<file path="src/rtl/core/wss_pkg.sv">
// Package for the wildcard substring search block.
// Holds widths, codes, and the control struct shared by the cell row and the top level.
// No dependencies.
package wss_pkg;

  localparam int TEXT_W       = 8;
  localparam int POS_W        = 16;
  localparam int CFG_DATA_W   = 64;
  localparam int CFG_INDEX_W  = 2;
  localparam int PAT_LEN_W    = 5;
  localparam int BYTES_PER_REG = CFG_DATA_W / TEXT_W;

  localparam int DEFAULT_MAX_PATTERN_LENGTH = 16;

  localparam logic [TEXT_W-1:0] WILDCARD_BYTE = 8'h3F;
  localparam logic [POS_W-1:0]  POSITION_MAX  = 16'hFFFF;

  // Configuration register indexes.
  typedef enum logic [CFG_INDEX_W-1:0] {
    CFG_PATTERN_LOW    = 2'd0,
    CFG_PATTERN_HIGH   = 2'd1,
    CFG_PATTERN_LENGTH = 2'd2
  } cfg_index_t;

  // Control broadcast to every cell of the row.
  typedef struct packed {
    logic              adv;
    logic              clr;
    logic [TEXT_W-1:0] text_byte;
  } wss_cell_ctl_t;

endpackage

</file>
<file path="src/rtl/core/wss_if.sv">
// Channel interfaces of the wildcard substring search block.
// Text input, result output and configuration write channels with valid/ready.
// Depends on wss_pkg.
interface wss_in_if;
  logic                       valid;
  logic                       ready;
  logic [wss_pkg::TEXT_W-1:0] text_byte;
  logic                       last_byte;

  modport source (output valid, output text_byte, output last_byte, input ready);
  modport sink   (input valid, input text_byte, input last_byte, output ready);
endinterface

interface wss_out_if;
  logic                      valid;
  logic                      ready;
  logic                      found;
  logic [wss_pkg::POS_W-1:0] match_position;

  modport source (output valid, output found, output match_position, input ready);
  modport sink   (input valid, input found, input match_position, output ready);
endinterface

interface wss_cfg_if;
  logic                            valid;
  logic                            ready;
  logic [wss_pkg::CFG_INDEX_W-1:0] index;
  logic [wss_pkg::CFG_DATA_W-1:0]  data;

  modport source (output valid, output index, output data, input ready);
  modport sink   (input valid, input index, input data, output ready);
endinterface

</file>
<file path="src/rtl/core/wss_cell.sv">
// One cell of the partial-match row: compares its pattern byte with the text byte
// and keeps the flag for "pattern bytes 0..k end at the current byte". Depends on wss_pkg.
module wss_cell (
  input  logic                       clk,
  input  logic                       rst_n,
  input  wss_pkg::wss_cell_ctl_t     ctl,
  input  logic [wss_pkg::TEXT_W-1:0] pattern_byte,
  input  logic                       cell_en,
  input  logic                       prev_match,
  output logic                       match_out,
  output logic                       match_nxt
);
  import wss_pkg::*;

  logic match_r;
  logic hit;

  // A zero text byte matches nothing; the wildcard matches any other byte.
  assign hit = cell_en && (ctl.text_byte != '0) &&
               ((ctl.text_byte == pattern_byte) || (pattern_byte == WILDCARD_BYTE));

  assign match_nxt = prev_match && hit;
  assign match_out = match_r;

  // The flag moves one cell along per accepted byte and clears at end of string.
  always_ff @(posedge clk) begin
    if (!rst_n) begin
      match_r <= 1'b0;
    end else if (ctl.adv) begin
      match_r <= ctl.clr ? 1'b0 : match_nxt;
    end
  end

endmodule

</file>
<file path="src/rtl/core/wss_chain.sv">
// Row of match cells, one per pattern position, and selection of the flag at the
// last pattern position in use. Depends on wss_pkg and wss_cell.
module wss_chain #(
  parameter int MAX_LEN = wss_pkg::DEFAULT_MAX_PATTERN_LENGTH
) (
  input  logic                            clk,
  input  logic                            rst_n,
  input  wss_pkg::wss_cell_ctl_t          ctl,
  input  logic [wss_pkg::CFG_DATA_W-1:0]  pattern_low,
  input  logic [wss_pkg::CFG_DATA_W-1:0]  pattern_high,
  input  logic [$clog2(MAX_LEN+1)-1:0]    len_eff,
  output logic                            tail_hit
);
  import wss_pkg::*;

  localparam int LW = $clog2(MAX_LEN + 1);

  logic [MAX_LEN-1:0] flag_r;
  logic [MAX_LEN-1:0] flag_nxt;

  genvar k;
  generate
    for (k = 0; k < MAX_LEN; k++) begin : g_cell
      logic [TEXT_W-1:0] pat_byte;
      logic              prev;

      // Pattern bytes past the two registers read as zero.
      if (k < BYTES_PER_REG) begin : g_low
        assign pat_byte = pattern_low[k*TEXT_W +: TEXT_W];
      end else if (k < 2*BYTES_PER_REG) begin : g_high
        assign pat_byte = pattern_high[(k-BYTES_PER_REG)*TEXT_W +: TEXT_W];
      end else begin : g_zero
        assign pat_byte = '0;
      end

      // The first cell starts a new candidate at every byte.
      if (k == 0) begin : g_head
        assign prev = 1'b1;
      end else begin : g_link
        assign prev = flag_r[k-1];
      end

      wss_cell u_cell (
        .clk          (clk),
        .rst_n        (rst_n),
        .ctl          (ctl),
        .pattern_byte (pat_byte),
        .cell_en      (LW'(k) < len_eff),
        .prev_match   (prev),
        .match_out    (flag_r[k]),
        .match_nxt    (flag_nxt[k])
      );
    end
  endgenerate

  // Pick the updated flag of cell len-1; an empty pattern selects nothing.
  always_comb begin
    tail_hit = 1'b0;
    for (int i = 0; i < MAX_LEN; i++) begin
      if (len_eff == LW'(i + 1)) begin
        tail_hit = flag_nxt[i];
      end
    end
  end

endmodule

</file>
<file path="src/rtl/core/wildcard_substring_search.sv">
// Wildcard substring search, top level. A string's result is shown in the cycle after its
// last byte is accepted. Throughput: one text byte per cycle while no result is stalled, set by
// the row of match cells that updates every partial-match flag in the cycle a byte arrives.
// Reset (synchronous, active low) clears the pattern registers and the search state.
// Depends on wss_pkg, wss_if and wss_chain.
module wildcard_substring_search #(
  parameter int MAX_PATTERN_LENGTH = wss_pkg::DEFAULT_MAX_PATTERN_LENGTH
) (
  input logic      clk,
  input logic      rst_n,
  wss_in_if.sink   in_chan,
  wss_out_if.source out_chan,
  wss_cfg_if.sink  cfg_chan
);
  import wss_pkg::*;

  localparam int LW = $clog2(MAX_PATTERN_LENGTH + 1);
  localparam int CW = (LW > PAT_LEN_W) ? LW : PAT_LEN_W;

  // Configuration registers.
  logic [CFG_DATA_W-1:0] pattern_low_r;
  logic [CFG_DATA_W-1:0] pattern_high_r;
  logic [PAT_LEN_W-1:0]  pattern_len_r;

  // Search state.
  logic [POS_W-1:0] pos_r,   pos_nxt;
  logic             seen_r,  seen_nxt;
  logic [POS_W-1:0] start_r, start_nxt;

  // Result register.
  logic             out_valid_r, out_valid_nxt;
  logic             out_found_r, out_found_nxt;
  logic [POS_W-1:0] out_pos_r,   out_pos_nxt;

  logic              in_ready;
  logic              in_acc;
  logic [CW-1:0]     len_wide;
  logic [LW-1:0]     len_eff;
  logic              tail_hit;
  logic [POS_W-1:0]  back;
  logic [POS_W-1:0]  cand_start;
  wss_cell_ctl_t     cell_ctl;

  // Configuration writes; the port never stalls.
  assign cfg_chan.ready = 1'b1;

  always_ff @(posedge clk) begin
    if (!rst_n) begin
      pattern_low_r  <= '0;
      pattern_high_r <= '0;
      pattern_len_r  <= '0;
    end else if (cfg_chan.valid) begin
      unique case (cfg_chan.index)
        CFG_PATTERN_LOW:    pattern_low_r  <= cfg_chan.data;
        CFG_PATTERN_HIGH:   pattern_high_r <= cfg_chan.data;
        CFG_PATTERN_LENGTH: pattern_len_r  <= cfg_chan.data[PAT_LEN_W-1:0];
        default: ;
      endcase
    end
  end

  // A length above the number of cells is taken as the number of cells.
  assign len_wide = CW'(pattern_len_r);
  assign len_eff  = (len_wide > CW'(MAX_PATTERN_LENGTH)) ? LW'(MAX_PATTERN_LENGTH)
                                                         : LW'(len_wide);

  // Input handshake: a byte is taken while the result register is free or draining.
  assign in_ready       = !out_valid_r || out_chan.ready;
  assign in_chan.ready  = in_ready;
  assign in_acc         = in_chan.valid && in_ready;

  assign cell_ctl.adv       = in_acc;
  assign cell_ctl.clr       = in_chan.last_byte;
  assign cell_ctl.text_byte = in_chan.text_byte;

  wss_chain #(
    .MAX_LEN (MAX_PATTERN_LENGTH)
  ) u_chain (
    .clk          (clk),
    .rst_n        (rst_n),
    .ctl          (cell_ctl),
    .pattern_low  (pattern_low_r),
    .pattern_high (pattern_high_r),
    .len_eff      (len_eff),
    .tail_hit     (tail_hit)
  );

  // Start offset of a match that ends at the current byte, floored at zero.
  assign back       = POS_W'(len_eff) - POS_W'(1);
  assign cand_start = (pos_r >= back) ? (pos_r - back) : '0;

  // Next search state and result.
  always_comb begin
    pos_nxt       = pos_r;
    seen_nxt      = seen_r;
    start_nxt     = start_r;
    out_found_nxt = out_found_r;
    out_pos_nxt   = out_pos_r;
    out_valid_nxt = out_valid_r && !out_chan.ready;
    if (in_acc) begin
      if (tail_hit && !seen_r) begin
        seen_nxt  = 1'b1;
        start_nxt = cand_start;
      end
      if (pos_r != POSITION_MAX) begin
        pos_nxt = pos_r + POS_W'(1);
      end
      if (in_chan.last_byte) begin
        out_valid_nxt = 1'b1;
        out_found_nxt = seen_nxt;
        out_pos_nxt   = seen_nxt ? start_nxt : '0;
        pos_nxt       = '0;
        seen_nxt      = 1'b0;
        start_nxt     = '0;
      end
    end
  end

  always_ff @(posedge clk) begin
    if (!rst_n) begin
      pos_r       <= '0;
      seen_r      <= 1'b0;
      start_r     <= '0;
      out_valid_r <= 1'b0;
    end else begin
      pos_r       <= pos_nxt;
      seen_r      <= seen_nxt;
      start_r     <= start_nxt;
      out_valid_r <= out_valid_nxt;
    end
  end

  always_ff @(posedge clk) begin
    out_found_r <= out_found_nxt;
    out_pos_r   <= out_pos_nxt;
  end

  assign out_chan.valid          = out_valid_r;
  assign out_chan.found          = out_found_r;
  assign out_chan.match_position = out_pos_r;

`ifndef SYNTHESIS
  // The last byte of a string yields a result and leaves a cleared search.
  assert property (@(posedge clk) disable iff (!rst_n)
    in_acc && in_chan.last_byte |=> out_valid_r && (pos_r == '0) && !seen_r)
    else $error("end of string did not produce a result or clear the search");

  // A result without a match reports offset zero.
  assert property (@(posedge clk) disable iff (!rst_n)
    out_valid_r && !out_found_r |-> (out_pos_r == '0))
    else $error("match position nonzero on a result without a match");

  // A stalled result blocks new bytes.
  assert property (@(posedge clk) disable iff (!rst_n)
    out_valid_r && !out_chan.ready |-> !in_chan.ready)
    else $error("byte accepted while the result register is full");

  // The byte offset saturates.
  assert property (@(posedge clk) disable iff (!rst_n)
    in_acc && !in_chan.last_byte && (pos_r == POSITION_MAX) |=> (pos_r == POSITION_MAX))
    else $error("byte offset wrapped past its maximum");

  // Only the first match of a string is kept.
  assert property (@(posedge clk) disable iff (!rst_n)
    seen_r && !(in_acc && in_chan.last_byte) |=> seen_r && $stable(start_r))
    else $error("first match start changed within a string");
`endif

endmodule
</file>
<file path="src/flat_wrapper.sv">
// flat-port wrapper written by rule: the top's interface ports become plain ports
module wildcard_substring_search_flat import wss_pkg::*;
#(
  parameter int MAX_PATTERN_LENGTH = wss_pkg::DEFAULT_MAX_PATTERN_LENGTH
)
  (clk, rst_n, in_chan_valid, in_chan_text_byte, in_chan_last_byte, in_chan_ready, out_chan_valid, out_chan_found, out_chan_match_position, out_chan_ready, cfg_chan_valid, cfg_chan_index, cfg_chan_data, cfg_chan_ready);
  wss_in_if in_chan_i ();
  wss_out_if out_chan_i ();
  wss_cfg_if cfg_chan_i ();
  input logic clk;
  input logic rst_n;
  input wire logic [$bits(in_chan_i.valid)-1:0] in_chan_valid;
  input wire logic [$bits(in_chan_i.text_byte)-1:0] in_chan_text_byte;
  input wire logic [$bits(in_chan_i.last_byte)-1:0] in_chan_last_byte;
  output wire logic [$bits(in_chan_i.ready)-1:0] in_chan_ready;
  output wire logic [$bits(out_chan_i.valid)-1:0] out_chan_valid;
  output wire logic [$bits(out_chan_i.found)-1:0] out_chan_found;
  output wire logic [$bits(out_chan_i.match_position)-1:0] out_chan_match_position;
  input wire logic [$bits(out_chan_i.ready)-1:0] out_chan_ready;
  input wire logic [$bits(cfg_chan_i.valid)-1:0] cfg_chan_valid;
  input wire logic [$bits(cfg_chan_i.index)-1:0] cfg_chan_index;
  input wire logic [$bits(cfg_chan_i.data)-1:0] cfg_chan_data;
  output wire logic [$bits(cfg_chan_i.ready)-1:0] cfg_chan_ready;
  assign in_chan_i.valid = in_chan_valid;
  assign in_chan_i.text_byte = in_chan_text_byte;
  assign in_chan_i.last_byte = in_chan_last_byte;
  assign in_chan_ready = in_chan_i.ready;
  assign out_chan_valid = out_chan_i.valid;
  assign out_chan_found = out_chan_i.found;
  assign out_chan_match_position = out_chan_i.match_position;
  assign out_chan_i.ready = out_chan_ready;
  assign cfg_chan_i.valid = cfg_chan_valid;
  assign cfg_chan_i.index = cfg_chan_index;
  assign cfg_chan_i.data = cfg_chan_data;
  assign cfg_chan_ready = cfg_chan_i.ready;
  wildcard_substring_search #(.MAX_PATTERN_LENGTH(MAX_PATTERN_LENGTH)) u_core (.clk(clk), .rst_n(rst_n), .in_chan(in_chan_i), .out_chan(out_chan_i), .cfg_chan(cfg_chan_i));
endmodule
</file>
<file path="config.mk">
export PLATFORM = sky130hd
export DESIGN_NAME = wildcard_substring_search_flat
export DESIGN_NICKNAME = d
export VERILOG_FILES = /design/src/rtl/core/wss_pkg.sv /design/src/rtl/core/wss_if.sv /design/src/rtl/core/wss_cell.sv /design/src/rtl/core/wss_chain.sv /design/src/rtl/core/wildcard_substring_search.sv /design/src/flat_wrapper.sv
export SDC_FILE = /design/constraint.sdc
export NUM_CORES = 1
export LEC_CHECK = 0
export ABC_AREA = 1
export BUFFER_PORTS_ARGS = -buffer_cell sky130_fd_sc_hd__buf_2
export CAP_MARGIN = 20
export CORE_MARGIN = 5
export CORE_UTILIZATION = 50
export DETAILED_ROUTE_END_ITERATION = 12
export GPL_ROUTABILITY_DRIVEN = 1
export PLACE_DENSITY_LB_ADDON = 0.2
export SYNTH_ARGS = -nofsm -noshare
export SYNTH_HDL_FRONTEND = slang
export SYNTH_SLANG_ARGS = --single-unit
</file>
<file path="constraint.sdc">
create_clock -name clk -period 3.4 [get_ports clk]
set_input_delay 0.51 -clock clk [delete_from_list [all_inputs] [get_ports clk]]
set_output_delay 0.51 -clock clk [all_outputs]
set_load 0.05 [all_outputs]
</file>
==> results.cfg <==
[status]
status = finished with violations
violations = setup timing

[timing]
finalSetupTns_ns = -2.49
fin_crit_sh_pct = 105
rsz0062_at_grt = yes
layout_min_cycle_time_ns = 3.56
skew_ns = 0.0134
setup_violations = 29
hold_viol_final = 0
slew_violations = 0
fin_ws_ns = -0.161
tightest_slew_ns = 0.855
relSlewSlack_pct = 42.7
max_freq_ghz = 0.281

[cts]
cts_buffer_depth = 2
clock-sinks = 199
cts_buffers = 17
clk_pin_slew_ns = 0.08
hold_buffers = 0
clkLatencyLatePin_ns = 0.45
cts_max_level = 4
cts_root_buf = clkbuf_16
cts_tree = built

[detailed_routing]
ant_nets = 0
dr.pass1.iters = 6
drt_wl_total_um = 33600
viasPerCell = 5.52
drc_errors = 0
drt_iter0_drc = 810
via_count = 11100
routedWlPerCell_um = 16.7

[floorplan]
die_area_mm2 = 0.0252
start_util_pct = 50.8
num_rows = 54
die_x_um = 159
die_h_um = 159
pin_count = 100
core_mm2 = 0.0218

[synth]
synth_cells = 1550
synth-simple-area-share_pct = 28.8
yosysSeqAreaShare_pct = 37.5
synth_compound_area_share_pct = 16.6
synth_flop_cell = dfxtp_1
synth_cell_types = 55
synth_fa_ha_area_share_pct = 2.55
synth-async-reset-ratio_pct = 0
synth-xor-area-share_pct = 5.53
ys_warn_count = 0
synth_top_family_by_area = simple AND/OR/NAND/NOR gates
synth.net_count = 1652
yosys_register_bits = 199
syn_area_mm2 = 0.0111
avgSynthCellArea_um2 = 7.15
synth_edf_count = 17
muxShareOfSynthArea_pct = 0

[finish]
multi_input_area_mm2 = 0.00631
fin_cells = 2014
final_common_cell = nand2_1
mostFrequentLayoutCells = nand2_1 (269), nor2_1 (236), dfxtp_1 (177)
diodes = 0
syn_to_final_growth_pct = 22.9
drive_gt1_share_pct = 23.6
final_nets = 1823
fill_cells = 1893
seq_area_mm2 = 0.00417

[power]
p_leak_nw = 5.36
p_per_area_mw_per_mm2 = 411
vdd_drop_max_uv = 261
power.total_w = 0.00560

[hold_path]
hold_class = primary input to flop

[worst_setup_path]
critPathArrivalTime_ns = 3.94
r2r_slack_ns = -0.16
crit_type = flop to flop
crit_path_max_fanout = 5
cp.required_ns = 3.78
cp-end-kind = flop
crit_path_start_kind = flop

[placed_design]
dp.cells = 1941
globalplace.congestion = 0.962
hpwlAfterDp_um = 22800
port_buffers = 98

[global_routing]
antenna_found_initial = 0
grtUsageTotal_pct = 24.8
grt_pass1_wl_um = 52500
grt_pass1_vias = 10300
grt_max_degree = 58
overflow = 0

[job]
drv_cap = 0
-- worst paths after layout --
check | cells after the start | from | endpoint
worst max-delay path | 26 | u_core.len_wide[4] | u_core.start_r[0]
worst min-delay path | 3 | cfg_chan_data[22] | u_core.pattern_low_r[22]
worst max register to register | 26 | u_core.len_wide[4] | u_core.start_r[0]
worst min register to register | 2 | u_core.start_r[3] | u_core.start_r[3]
-- synth_stat cells, types with 7 or more instances --
library cell | number | share of area [%]
o32ai_1 | 7 | 0.55
nor2_1 | 241 | 8.2
nand3_1 | 58 | 2.6
clkbuf_1 | 48 | 1.6
nand2_1 | 276 | 9.3
xnor2_1 | 66 | 5.2
buf_4 | 8 | 0.54
ha_1 | 21 | 2.4
nand4_1 | 49 | 2.8
nand3_2 | 11 | 0.99
edfxtp_1 | 17 | 4.6
nand2_4 | 13 | 1.3
inv_2 | 11 | 0.37
dfxtp_1 | 182 | 33
or2_2 | 13 | 0.73
a21oi_2 | 11 | 0.87
nor3_1 | 17 | 0.77
inv_1 | 139 | 4.7
o21ai_0 | 142 | 6.4
buf_6 | 8 | 0.81
buf_2 | 9 | 0.41
a21oi_1 | 105 | 4.7
o2111ai_1 | 9 | 0.71
-- flip-flops by register name, indices dropped and copies added, names as in the netlist --
signal,count
u_core.seen_r,1
u_core.pattern_high_r,64
u_core.u_chain.g_cell.u_cell.match_out,15
u_core.out_chan.found,1
u_core.pos_r,16
u_core.len_wide,5
u_core.out_chan.valid,1
u_core.pattern_low_r,64
u_core.start_r,16
u_core.out_chan.match_position,16
-- stage by stage --
stage          worst slack, ns  utilization [%]  hold WS, ns  area [um2]
5_1_grt                 -0.316             62.4        0.320       13600
6_report                -0.161             62.4        0.320       13600
4_1_cts                -0.0752             60.7        0.313       13200
3_3_place_gp           -0.0476             56.2        0.452       12300
2_1_floorplan           0.0504                -        0.440       11100
3_5_place_dp            -0.217             56.2        0.456       12300
-- cell families (layout without fill, tap and decap cells) --
kind of cell | count (synthesis) | in the layout
buffers and inverters | 230 | 413
other | 1 | 1
xor gates and xnor gates | 70 | 70
AOI/OAI and AO/OA | 320 | 320
and+or+nand+nor | 708 | 709
adders and majority gates | 22 | 22
DFF | 199 | 199
-- report_power, final --
part           switching, W  internal [W]
Sequential        0.0000800       0.00245
Clock               0.00101       0.00109
Combinational      0.000585      0.000382
-- critical path: stages (launching register included) --
cell	delay, ns
dfxtp_4	0.42
inv_4	0.05
nand2_4	0.09
inv_2	0.06
ha_4	0.26
inv_1	0.05
fa_2	0.39
o21ai_4	0.18
inv_2	0.06
o21ai_2	0.13
inv_1	0.07
o21ai_2	0.15
inv_2	0.07
o21ai_2	0.15
a21oi_2	0.08
o21ai_2	0.20
a21oi_2	0.09
inv_1	0.09
o21ai_2	0.06
nand2_2	0.11
inv_2	0.07
or2_0	0.21
inv_1	0.07
nand3_1	0.10
nand2_1	0.10
nand2_1	0.06
a21oi_2	0.11
-- repair_timing --
action                                  CTS  global route
pin swaps                                27            56
setup buffers                            33             6
gates resized for setup                  36            61
gates cloned                              0             3
endpoints found under the setup margin   32            34
-- layer usage --
metal / GRT usage [%] / share of wire, % / routed length, um / vias up
li1: - / - / - / 5462
met1: 34.5 / 45 / 15300 / 5238
met2: 40.5 / 47 / 15700 / 365
met3: 4.54 / 6.2 / 2080 / 55
met4: 5.62 / 1.6 / 528 / 0
met5: 0 / 0 / 0 / -
-- final cells by class --
cell class	count	area share, %
multi-input cells	1122	46.3
flip-flops and latches	199	30.6
repair buffers	227	11.7
inverters	154	4.36
clock buffers	19	3.33
well taps	280	2.57
clock inverters	13	1.13
Power figures use the tool's default switching activity.
